## src/rtl/core/pcfc_pkg.sv

```systemverilog
// shared types and constants for the parallel camera frame capture block
`timescale 1ns / 1ps

package pcfc_pkg;

  localparam int WIDTH_W = 10;
  localparam int HEIGHT_W = 9;
  localparam int ADDR_W = 19;
  localparam int DATA_W = 8;
  localparam int CFG_DATA_W = 10;
  localparam int CFG_INDEX_W = 1;

  localparam int MAX_WIDTH_DEF = 640;
  localparam int MAX_HEIGHT_DEF = 480;

  localparam logic [WIDTH_W-1:0] FRAME_WIDTH_RST = WIDTH_W'(640);
  localparam logic [HEIGHT_W-1:0] FRAME_HEIGHT_RST = HEIGHT_W'(480);

  // configuration register indexes
  localparam logic [CFG_INDEX_W-1:0] REG_FRAME_WIDTH = 1'b0;
  localparam logic [CFG_INDEX_W-1:0] REG_FRAME_HEIGHT = 1'b1;

  typedef enum logic [2:0] {
    PH_IDLE      = 3'd0,
    PH_VS_LOW1   = 3'd1,
    PH_VS_HIGH   = 3'd2,
    PH_VS_LOW2   = 3'd3,
    PH_HREF_HIGH = 3'd4,
    PH_PCLK_HIGH = 3'd5,
    PH_PCLK_LOW  = 3'd6,
    PH_HREF_LOW  = 3'd7
  } pcfc_phase_t;

  typedef struct packed {
    logic              action;
    logic              vsync_level;
    logic              href_level;
    logic              pclk_level;
    logic [DATA_W-1:0] data_bits;
  } pcfc_in_t;

  typedef struct packed {
    logic [DATA_W-1:0] pixel_value;
    logic [ADDR_W-1:0] pixel_address;
    logic              frame_end;
  } pcfc_out_t;

endpackage

```

## src/rtl/core/pcfc_in_reg.sv

```systemverilog
// input register holding one accepted pin sample or arm request
`timescale 1ns / 1ps

module pcfc_in_reg (
  input  logic                clk,
  input  logic                rst,
  input  logic                sample_valid,
  output logic                sample_ready,
  input  pcfc_pkg::pcfc_in_t  sample,
  input  logic                advance,
  output logic                held_valid,
  output pcfc_pkg::pcfc_in_t  held
);

  assign sample_ready = !held_valid || advance;

  always_ff @(posedge clk) begin
    if (rst) begin
      held_valid <= 1'b0;
    end else if (sample_valid && sample_ready) begin
      held_valid <= 1'b1;
    end else if (advance) begin
      held_valid <= 1'b0;
    end
  end

  always_ff @(posedge clk) begin
    if (sample_valid && sample_ready) begin
      held <= sample;
    end
  end

endmodule

```

## src/rtl/core/pcfc_core.sv

```systemverilog
// capture sequencer: sync/line/pixel clock tracking, counters and pixel build
`timescale 1ns / 1ps

module pcfc_core #(
  parameter int MAX_WIDTH = pcfc_pkg::MAX_WIDTH_DEF,
  parameter int MAX_HEIGHT = pcfc_pkg::MAX_HEIGHT_DEF
) (
  input  logic                                clk,
  input  logic                                rst,
  input  logic                                step_en,
  input  pcfc_pkg::pcfc_in_t                  item,
  input  logic [pcfc_pkg::WIDTH_W-1:0]        frame_width,
  input  logic [pcfc_pkg::HEIGHT_W-1:0]       frame_height,
  output logic                                res_valid,
  output pcfc_pkg::pcfc_out_t                 res
);

  localparam int CMP_W = 13;
  localparam logic [CMP_W-1:0] MaxW = CMP_W'(MAX_WIDTH);
  localparam logic [CMP_W-1:0] MaxH = CMP_W'(MAX_HEIGHT);

  pcfc_pkg::pcfc_phase_t phase, phase_next;
  logic [pcfc_pkg::WIDTH_W-1:0]  column_count, column_count_next;
  logic [pcfc_pkg::HEIGHT_W-1:0] row_count, row_count_next;
  logic [pcfc_pkg::ADDR_W-1:0]   next_address, next_address_next;

  logic [pcfc_pkg::WIDTH_W-1:0]  w;
  logic [pcfc_pkg::HEIGHT_W-1:0] h;
  logic last_col, last_row, last_pix, col_done;

  // clamp live registers to 1..max
  always_comb begin
    if (frame_width == '0) begin
      w = pcfc_pkg::WIDTH_W'(1);
    end else if ({3'b0, frame_width} > MaxW) begin
      w = MaxW[pcfc_pkg::WIDTH_W-1:0];
    end else begin
      w = frame_width;
    end
    if (frame_height == '0) begin
      h = pcfc_pkg::HEIGHT_W'(1);
    end else if ({4'b0, frame_height} > MaxH) begin
      h = MaxH[pcfc_pkg::HEIGHT_W-1:0];
    end else begin
      h = frame_height;
    end
  end

  assign last_col = ({1'b0, column_count} + 11'd1) >= {1'b0, w};
  assign last_row = ({1'b0, row_count} + 10'd1) >= {1'b0, h};
  assign last_pix = last_col && last_row;
  assign col_done = column_count >= w;

  // next phase
  always_comb begin
    phase_next = phase;
    if (step_en) begin
      if (item.action) begin
        if (phase == pcfc_pkg::PH_IDLE) begin
          phase_next = pcfc_pkg::PH_VS_LOW1;
        end
      end else begin
        unique case (phase)
          pcfc_pkg::PH_IDLE: begin
            phase_next = pcfc_pkg::PH_IDLE;
          end
          pcfc_pkg::PH_VS_LOW1: begin
            if (!item.vsync_level) phase_next = pcfc_pkg::PH_VS_HIGH;
          end
          pcfc_pkg::PH_VS_HIGH: begin
            if (item.vsync_level) phase_next = pcfc_pkg::PH_VS_LOW2;
          end
          pcfc_pkg::PH_VS_LOW2: begin
            if (!item.vsync_level) phase_next = pcfc_pkg::PH_HREF_HIGH;
          end
          pcfc_pkg::PH_HREF_HIGH: begin
            if (item.href_level) phase_next = pcfc_pkg::PH_PCLK_HIGH;
          end
          pcfc_pkg::PH_PCLK_HIGH: begin
            if (item.pclk_level) begin
              phase_next = last_pix ? pcfc_pkg::PH_IDLE : pcfc_pkg::PH_PCLK_LOW;
            end
          end
          pcfc_pkg::PH_PCLK_LOW: begin
            if (!item.pclk_level) begin
              phase_next = col_done ? pcfc_pkg::PH_HREF_LOW : pcfc_pkg::PH_PCLK_HIGH;
            end
          end
          pcfc_pkg::PH_HREF_LOW: begin
            if (!item.href_level) phase_next = pcfc_pkg::PH_HREF_HIGH;
          end
          default: begin
            phase_next = pcfc_pkg::PH_IDLE;
          end
        endcase
      end
    end
  end

  // counters and pixel result
  always_comb begin
    column_count_next = column_count;
    row_count_next = row_count;
    next_address_next = next_address;
    res_valid = 1'b0;
    res.pixel_value = item.data_bits;
    res.pixel_address = next_address;
    res.frame_end = last_pix;
    if (step_en) begin
      if (item.action) begin
        if (phase == pcfc_pkg::PH_IDLE) begin
          column_count_next = '0;
          row_count_next = '0;
          next_address_next = '0;
        end
      end else if (phase == pcfc_pkg::PH_PCLK_HIGH && item.pclk_level) begin
        res_valid = 1'b1;
        next_address_next = next_address + pcfc_pkg::ADDR_W'(1);
        if (last_pix) begin
          column_count_next = '0;
          row_count_next = '0;
        end else begin
          column_count_next = column_count + pcfc_pkg::WIDTH_W'(1);
        end
      end else if (phase == pcfc_pkg::PH_PCLK_LOW && !item.pclk_level && col_done) begin
        column_count_next = '0;
      end else if (phase == pcfc_pkg::PH_HREF_LOW && !item.href_level) begin
        row_count_next = row_count + pcfc_pkg::HEIGHT_W'(1);
      end
    end
  end

  always_ff @(posedge clk) begin
    if (rst) begin
      phase <= pcfc_pkg::PH_IDLE;
      column_count <= '0;
      row_count <= '0;
      next_address <= '0;
    end else begin
      phase <= phase_next;
      column_count <= column_count_next;
      row_count <= row_count_next;
      next_address <= next_address_next;
    end
  end

endmodule

```

## src/rtl/core/pcfc_out_reg.sv

```systemverilog
// result register between the sequencer and the pixel channel
`timescale 1ns / 1ps

module pcfc_out_reg (
  input  logic                 clk,
  input  logic                 rst,
  input  logic                 res_valid,
  input  pcfc_pkg::pcfc_out_t  res,
  output logic                 advance,
  output logic                 pixel_valid,
  input  logic                 pixel_ready,
  output pcfc_pkg::pcfc_out_t  pixel
);

  // slot is free, or its request leaves this cycle
  assign advance = !pixel_valid || pixel_ready;

  always_ff @(posedge clk) begin
    if (rst) begin
      pixel_valid <= 1'b0;
    end else if (advance) begin
      pixel_valid <= res_valid;
    end
  end

  always_ff @(posedge clk) begin
    if (advance && res_valid) begin
      pixel <= res;
    end
  end

endmodule

```

## src/rtl/core/parallel_camera_frame_capture_top.sv

```systemverilog
// path: a pin sample waits in the input register, its pixel request in the result register
// throughput: one sample or arm request per cycle, set by the single-step sequencer
// stalls on the pixel side hold the input register; one sample waits there meanwhile
// reset: synchronous, active high; sequencer idle, counters zero,
//   frame_width 640, frame_height 480, both registers empty
`timescale 1ns / 1ps

module parallel_camera_frame_capture_top #(
  parameter int MAX_WIDTH = pcfc_pkg::MAX_WIDTH_DEF,
  parameter int MAX_HEIGHT = pcfc_pkg::MAX_HEIGHT_DEF
) (
  input  logic                                 clk,
  input  logic                                 rst,
  // configuration write port
  input  logic                                 cfg_we,
  input  logic [pcfc_pkg::CFG_INDEX_W-1:0]     cfg_index,
  input  logic [pcfc_pkg::CFG_DATA_W-1:0]      cfg_data,
  // pin sample / arm channel
  input  logic                                 sample_valid,
  output logic                                 sample_ready,
  input  pcfc_pkg::pcfc_in_t                   sample,
  // captured pixel channel
  output logic                                 pixel_valid,
  input  logic                                 pixel_ready,
  output pcfc_pkg::pcfc_out_t                  pixel
);

  // frame size registers, read live by the sequencer
  logic [pcfc_pkg::WIDTH_W-1:0]  frame_width;
  logic [pcfc_pkg::HEIGHT_W-1:0] frame_height;

  logic               held_valid;
  pcfc_pkg::pcfc_in_t held;
  logic               advance;
  logic               step_en;
  logic               res_valid;
  pcfc_pkg::pcfc_out_t res;

  always_ff @(posedge clk) begin
    if (rst) begin
      frame_width <= pcfc_pkg::FRAME_WIDTH_RST;
      frame_height <= pcfc_pkg::FRAME_HEIGHT_RST;
    end else if (cfg_we) begin
      unique case (cfg_index)
        pcfc_pkg::REG_FRAME_WIDTH: begin
          frame_width <= cfg_data[pcfc_pkg::WIDTH_W-1:0];
        end
        pcfc_pkg::REG_FRAME_HEIGHT: begin
          frame_height <= cfg_data[pcfc_pkg::HEIGHT_W-1:0];
        end
        default: begin
          frame_width <= frame_width;
        end
      endcase
    end
  end

  // stage 1: accepted request waits here
  pcfc_in_reg u_in_reg (
    .clk          (clk),
    .rst          (rst),
    .sample_valid (sample_valid),
    .sample_ready (sample_ready),
    .sample       (sample),
    .advance      (advance),
    .held_valid   (held_valid),
    .held         (held)
  );

  // the held request is consumed only when the result slot can take its outcome
  assign step_en = held_valid && advance;

  // stage 2: sequencer steps once per request, builds pixel on a pclk high sample
  pcfc_core #(
    .MAX_WIDTH  (MAX_WIDTH),
    .MAX_HEIGHT (MAX_HEIGHT)
  ) u_core (
    .clk          (clk),
    .rst          (rst),
    .step_en      (step_en),
    .item         (held),
    .frame_width  (frame_width),
    .frame_height (frame_height),
    .res_valid    (res_valid),
    .res          (res)
  );

  // result register drives the pixel channel
  pcfc_out_reg u_out_reg (
    .clk         (clk),
    .rst         (rst),
    .res_valid   (res_valid),
    .res         (res),
    .advance     (advance),
    .pixel_valid (pixel_valid),
    .pixel_ready (pixel_ready),
    .pixel       (pixel)
  );

endmodule

```

## config.mk

```make
export PLATFORM = sky130hd
export DESIGN_NAME = parallel_camera_frame_capture_top
export DESIGN_NICKNAME = d
export VERILOG_FILES = /design/src/rtl/core/pcfc_pkg.sv /design/src/rtl/core/pcfc_in_reg.sv /design/src/rtl/core/pcfc_core.sv /design/src/rtl/core/pcfc_out_reg.sv /design/src/rtl/core/parallel_camera_frame_capture_top.sv
export SDC_FILE = /design/constraint.sdc
export NUM_CORES = 1
export LEC_CHECK = 0
export BUFFER_PORTS_ARGS = -buffer_cell sky130_fd_sc_hd__buf_4
export CAP_MARGIN = 0
export CORE_ASPECT_RATIO = 0.75
export CORE_MARGIN = 2
export CORE_UTILIZATION = 40
export DETAILED_ROUTE_END_ITERATION = 8
export GPL_TIMING_DRIVEN = 0
export SLEW_MARGIN = 40
export SYNTH_ARGS = -nofsm -noshare
export SYNTH_HDL_FRONTEND = slang
export SYNTH_SLANG_ARGS = --single-unit
```

## constraint.sdc

```tcl
create_clock -name clk -period 5.29 [get_ports clk]
set_input_delay 1.058 -clock clk [delete_from_list [all_inputs] [get_ports clk]]
set_output_delay 1.058 -clock clk [all_outputs]
set_load 0.02 [all_outputs]
```

Word level (Yosys, flattened, before mapping)
Index checks and enable logic that the tools add are counted.
{"block": "word_totals", "register_bits": 102, "in_bits": 28, "out_inout_bits": 30, "elab_cells": 106}
{"block": "classes", "addsub": 5, "order_cmp": 5, "eq_ne": 17, "muxes": 35, "bitwise": 1, "reduce_logical": 27}
{"cell": "9-bit 2-to-1 mux", "n": 8}
{"cell": "10-bit 2-to-1 mux", "n": 7}
{"cell": "19-bit 2-to-1 mux", "n": 3}
{"cell": "3-bit 2-to-1 mux", "n": 10}
{"cell": "3-bit case mux with 8 select lines", "n": 1}
{"cell": "3-bit != test (second input constant)", "n": 7}
{"cell": "19-bit by 1-bit adder with 19-bit output (second input constant)", "n": 1}
{"cell": "3-bit equality test (second input constant)", "n": 4}
{"cell": "10-bit by 1-bit adder with 11-bit output (second input constant)", "n": 1}
{"cell": "11-bit by 10-bit greater-or-equal comparator with 1-bit output", "n": 1}
{"cell": "10-bit by 1-bit adder with 10-bit output (second input constant)", "n": 1}
{"cell": "9-bit by 1-bit adder with 10-bit output (second input constant)", "n": 1}
{"cell": "10-bit greater-or-equal comparator", "n": 1}
{"cell": "10-bit by 9-bit greater-or-equal comparator with 1-bit output", "n": 1}
{"cell": "10-bit > comparator (second input constant)", "n": 1}
{"cell": "10-bit logical NOT", "n": 1}
{"cell": "9-bit by 1-bit adder with 9-bit output (second input constant)", "n": 1}
{"cell": "9-bit > comparator (second input constant)", "n": 1}
{"cell": "9-bit logical NOT", "n": 1}
{"cell": "9-bit AND reduction", "n": 1}
{"cell": "1-bit logical AND", "n": 8}
{"cell": "3-bit by 2-bit equality test with 1-bit output (second input constant)", "n": 2}
{"cell": "3-bit by 2-bit != test with 1-bit output (second input constant)", "n": 2}
{"cell": "3-bit AND reduction", "n": 2}
{"cell": "other kinds (12)", "n": 23}

Longest topological paths before layout
{"block": "depth", "word_depth": 9, "ltp_mapped": 14, "depth_no_buf": 13}

Modules after synthesis
From an unflattened synthesis, not the netlist that was laid out.
{"block": "unflattened", "hier_cells": 524, "hier_area_um2": 5270.1}
{"module": "pcfc_core", "instances": 1, "cells_each": 400, "area_per_inst_um2": 3171.8, "seq_area_each_um2": 820.8}
{"module": "pcfc_out_reg", "instances": 1, "cells_each": 33, "area_per_inst_um2": 895.9, "seq_area_each_um2": 860.8}
{"module": "parallel_camera_frame_capture_top", "instances": 1, "cells_each": 74, "area_per_inst_um2": 787.0, "seq_area_each_um2": 380.4}
{"module": "pcfc_in_reg", "instances": 1, "cells_each": 17, "area_per_inst_um2": 415.4, "seq_area_each_um2": 380.4}

Least setup slack after synthesis
No wires, ideal clock.
{"block": "synth_timing", "path_type": "input to register", "from": "input port pixel_ready", "to": "register, netlist name u_out_reg.pixel[0]", "setup_time_ns": 0.417, "arrival_time_ns": 2.562, "required_ns": 4.873, "path_slack_ns": 2.310, "cell_stages": 3, "n_path_buf": 0, "path_cell_list": "or2b_2 nand2_1 nor2_1"}
{"block": "synth_via", "elab_chain_cells": 4}
{"item": "from (decl)", "line_no": "parallel_camera_frame_capture_top.sv:24", "text": "input logic pixel_ready,"}
{"item": "1-bit logical OR (*)", "line_no": "pcfc_out_reg.sv:16", "text": "assign advance = !pixel_valid || pixel_ready;"}
{"item": "1-bit logical AND", "line_no": "parallel_camera_frame_capture_top.sv:71", "text": "assign step_en = held_valid && advance;"}
{"item": "1-bit 2-to-1 mux", "line_no": "pcfc_core.sv:109", "text": "if (step_en) begin"}
{"item": "1-bit logical AND (*)", "line_no": "pcfc_out_reg.sv:27", "text": "if (advance && res_valid) begin"}
Every way passes the cells marked *; elsewhere a longest branch is shown, timed or not.
A chain may end at the register's enable or synchronous reset.

Worst setup path after layout
{"block": "layout_timing", "from": "register u_core.row_count[0] (netlist bit)", "to": "register u_core.column_count[3] (netlist bit)"}
{"block": "layout_via", "elab_chain_cells": 6}
{"item": "from (decl)", "line_no": "pcfc_core.sv:24", "text": "logic [pcfc_pkg::HEIGHT_W-1:0] row_count, row_count_next;"}
{"item": "from (signal assigned)", "line_no": "pcfc_core.sv:142", "text": "row_count <= row_count_next;"}
{"item": "9-bit by 1-bit adder with 10-bit output", "line_no": "pcfc_core.sv:50", "text": "assign last_row = ({1'b0, row_count} + 10'd1) >= {1'b0, h};"}
{"item": "10-bit by 9-bit greater-or-equal comparator with 1-bit output", "line_no": "pcfc_core.sv:50"}
{"item": "1-bit logical AND", "line_no": "pcfc_core.sv:51", "text": "assign last_pix = last_col && last_row;"}
{"item": "10-bit 2-to-1 mux", "line_no": "pcfc_core.sv:119", "text": "if (last_pix) begin"}
{"item": "10-bit 2-to-1 mux", "line_no": "pcfc_core.sv:116", "text": "end else if (phase == pcfc_pkg::PH_PCLK_HIGH && item.pclk_level) begin"}
{"item": "10-bit 2-to-1 mux", "line_no": "pcfc_core.sv:110", "text": "if (item.action) begin"}
{"item": "to (signal assigned)", "line_no": "pcfc_core.sv:141", "text": "column_count <= column_count_next;"}
{"item": "to (decl)", "line_no": "pcfc_core.sv:23", "text": "logic [pcfc_pkg::WIDTH_W-1:0] column_count, column_count_next;"}
Every way passes these cells.

==> out/metrics.yaml <==
crit_path_start_kind: "register"
drt_iter0_drc: 203
path_buf_inv: 2
cp.required_ns: 5.56
crit_type: "register to register"
hold_viol: 0
use_met2_pct: 25.06
nNetsFinal: 641
worst_pin_slew_ns: 0.6392
setup_viol: 0
grt_busiest_layer: "met2"
final_layout_size_suffix_gt1_share_pct: 17.41
grt_max_degree: 20
path_max_fanout: 10
avgSynthCellArea_um2: 9.841
tns_ns: 0
clkTransAtPathRegs_ns: 0.07
reg2reg_slack_ns: 2.02
via_count: 3935
outcome: "finished, final reports clean"
ant_nets: 0
diodes: 0
detail_route.wl_per_cell_um: 14.40
irDropWorstVdd_mv: 0.1617
drc: 0
die-area_um2: 13520
min_to: "u_out_reg.pixel[27]$_DFFE_PP_"
critPathSlowestCell: "dfxtp_1"
cts_tree: "built"
cp_data_arrival_time_ns: 3.54
slew_headroom_pct: 57.39
syn-cell-area_um2: 5039
post_cts_resized: 0
grt_use_met1_pct: 24.25
cts-hold-fix-buffers: 0
synth_edf_count: 40
detailed_place_hpwl_um: 8123
synth_cells: 512
core_area_um2: 12310
cts-root-buf: "clkbuf_16"
hold_ws_ns: 0.4245
grt_pass1_vias: 3600
max_cap_violations: 0
cts.sinks: 102
fin_crit_ns: 3.265
clock_skew_ns: 0.007502
ys_seq_elements: 102
post-route-util_pct: 48.91
gr-total-overflow: 0
final.period_utilization_pct: 61.72
cpMostUsedCell: "nand3_1"
min_from: "u_in_reg.held[7]$_DFFE_PP_"
cp-end-kind: "register"
numCtsBuffers: 9
synth_warnings: 0
grt_pass1_wl_um: 17920
rows: 35
reg2reg_to: "u_core.column_count[3]$_SDFFE_PP0P_"
leakage_nw: 2.313
via_per_inst: 5.233
post_cts_buffers: 0
hp-class: "register to register"
whs_path_depth: 0
drt_wl_total_um: 10830
drt_pass1_iterations: 4
timing.fmax_ghz: 0.3063
ctsLongestPathBuffers: 2
r2r_start: "u_core.row_count[0]$_SDFFE_PP0P_"
grt_use_met3_pct: 4.254
fp.dieH_um: 101.2
rsz0062_at_grt: "no"
die_x_um: 133.6
reg2reg_depth: 14
area_growth_pct: 19.44
cts_htree_levels: 3
cp_top_family: "compound AO/OA/AOI/OAI gates"
async_reset_ff_share_pct: 0
syn-num-nets: 572
io_buffer_count: 57
cpPeakStageDelay_ns: 0.43
place_ws_ns: 2.129
grt_use_total_pct: 16.89
start_util_pct: 40.95
ys.flop_type: "dfxtp_1"
crit_path_cell_trace: "ha_1 > and3_1 > nand3_1 > inv_1 > nand3_1 > xnor2_1 > ha_1 > nor2b_1 > a311oi_1 > o2111ai_2 > o31ai_4 > buf_4 > nand3_1 > a21oi_1"
gp_congestion: 0.8545
synth.distinct_cells: 64
io_pins: 58
seq_area_frac_synth_pct: 48.47
antenna_found_initial: 0
clkLatencyLatePin_ns: 0.35
fin_ws_ns: 2.025
slew_viol_final: 0
power-per-cell-area_nw_per_um2: 268.9
through the flow:
stage | total power, mW | area (um2) | std cells
after global routing | 1.685 | 6018 | 752
after global placement | 0.9637 | 5674 | 735
final | 1.618 | 6018 | 752
after detailed placement | 0.9666 | 5709 | 736
after floorplan | 0.9247 | 5039 | 512
after CTS | 1.638 | 6018 | 752
Yosys cell counts, types with 2 or more instances:
cell | n | share of area (%)
a211o_1 | 3 | 0.52
a211oi_1 | 5 | 0.75
a21o_1 | 3 | 0.45
a21oi_1 | 44 | 4.4
a21oi_2 | 2 | 0.35
a311oi_1 | 7 | 1.2
a31oi_1 | 4 | 0.50
and2_1 | 3 | 0.37
and3_1 | 12 | 1.5
and4_1 | 2 | 0.35
buf_2 | 2 | 0.20
buf_6 | 2 | 0.45
clkbuf_1 | 8 | 0.60
clkbuf_8 | 2 | 0.55
dfxtp_1 | 62 | 25
edfxtp_1 | 40 | 24
ha_1 | 32 | 7.9
inv_1 | 9 | 0.67
nand2_1 | 99 | 7.4
nand2b_1 | 8 | 0.99
nand3_1 | 21 | 2.1
nand3b_1 | 6 | 0.89
nand4_1 | 6 | 0.75
nor2_1 | 24 | 1.8
nor2b_1 | 5 | 0.62
nor3_1 | 6 | 0.60
nor3b_1 | 3 | 0.45
nor4_1 | 4 | 0.50
o21a_1 | 4 | 0.60
o21ai_0 | 14 | 1.4
o21ai_1 | 5 | 0.50
o22ai_1 | 2 | 0.25
o31ai_4 | 2 | 0.84
or3_1 | 6 | 0.75
xnor2_1 | 9 | 1.6
xor2_1 | 18 | 3.1
cell type report:
class	count	area [um2]
clock buffer	10	250.2
multi-input combinational	383	2460
timing repair buffer	58	455.4
sequential	102	2442
fill	1163	6287
inverter	10	37.54
tap	166	207.7
buffer	17	106.4
clock inverter	6	58.81
report_power, final:
part           switching [mW]  internal (mW)  total (mW)
clock network           0.311          0.358       0.669
logic                  0.0628         0.0433       0.106
registers              0.0137          0.830       0.843
cell families (layout without fill, tap and decap cells):
family / count (synthesis) / count (layout) / share of synthesized area (%)
AND/OR/NAND/NOR: 216 / 216 / 21.60
AO/OA/AOI/OAI: 108 / 108 / 14.43
flip-flops: 102 / 102 / 48.47
adder cells (fa/ha/maj): 32 / 32 / 7.946
XOR/XNOR: 27 / 27 / 4.693
buffers and inverters: 27 / 101 / 2.856
flip-flops by register name, indices dropped and copies added (netlist names):
name	cells
u_out_reg.pixel	28
u_core.next_address	19
u_in_reg.held	12
frame_width	10
u_core.column_count	10
frame_height	9
u_core.row_count	9
u_core.phase	3
u_in_reg.held_valid	1
u_out_reg.pixel_valid	1
per-layer routing:
metal	vias to the layer above	routed length [um]
met4	0	136
met2	90	4512
li1	1987	-
met1	1847	5507
met3	11	676
met5	-	0
cells in the final DEF (no fill, tap or decap), types with 3 or more instances in the layout:
cell type and instances:
nand2_1 99, dfxtp_1 62, buf_4 58, a21oi_1 44
edfxtp_1 40, ha_1 32, nor2_1 23, nand3_1 21
xor2_1 18, o21ai_0 14, and3_1 12, clkbuf_16 10
xnor2_1 9, inv_1 9, clkbuf_1 8, nand2b_1 8
a311oi_1 7, nor3_1 6, nand4_1 6, nand3b_1 6
or3_1 6, nor2b_1 5, o21ai_1 5, a211oi_1 5
nor4_1 4, o21a_1 4, a31oi_1 4, and2_1 3
a21o_1 3, a211o_1 3, nor3b_1 3, inv_6 3
how the worst max path moves through the flow:
stage	from	endpoint	slack, ns	cells after the start
3_3_place_gp	pixel_ready	u_out_reg.pixel[27]$_DFFE_PP_	1.43	4
5_1_grt	u_core.row_count[0]$_SDFFE_PP0P_	u_core.row_count[7]$_SDFFE_PP0P_	1.73	13
6_report	u_core.row_count[0]$_SDFFE_PP0P_	u_core.column_count[3]$_SDFFE_PP0P_	2.02	14
3_5_place_dp	u_core.row_count[0]$_SDFFE_PP0P_	u_core.column_count[3]$_SDFFE_PP0P_	2.13	14
4_1_cts	u_core.row_count[0]$_SDFFE_PP0P_	u_core.column_count[3]$_SDFFE_PP0P_	2.04	14
2_1_floorplan	pixel_ready	u_out_reg.pixel[0]$_DFFE_PP_	2.31	3
(Power assumes the default switching activity.)
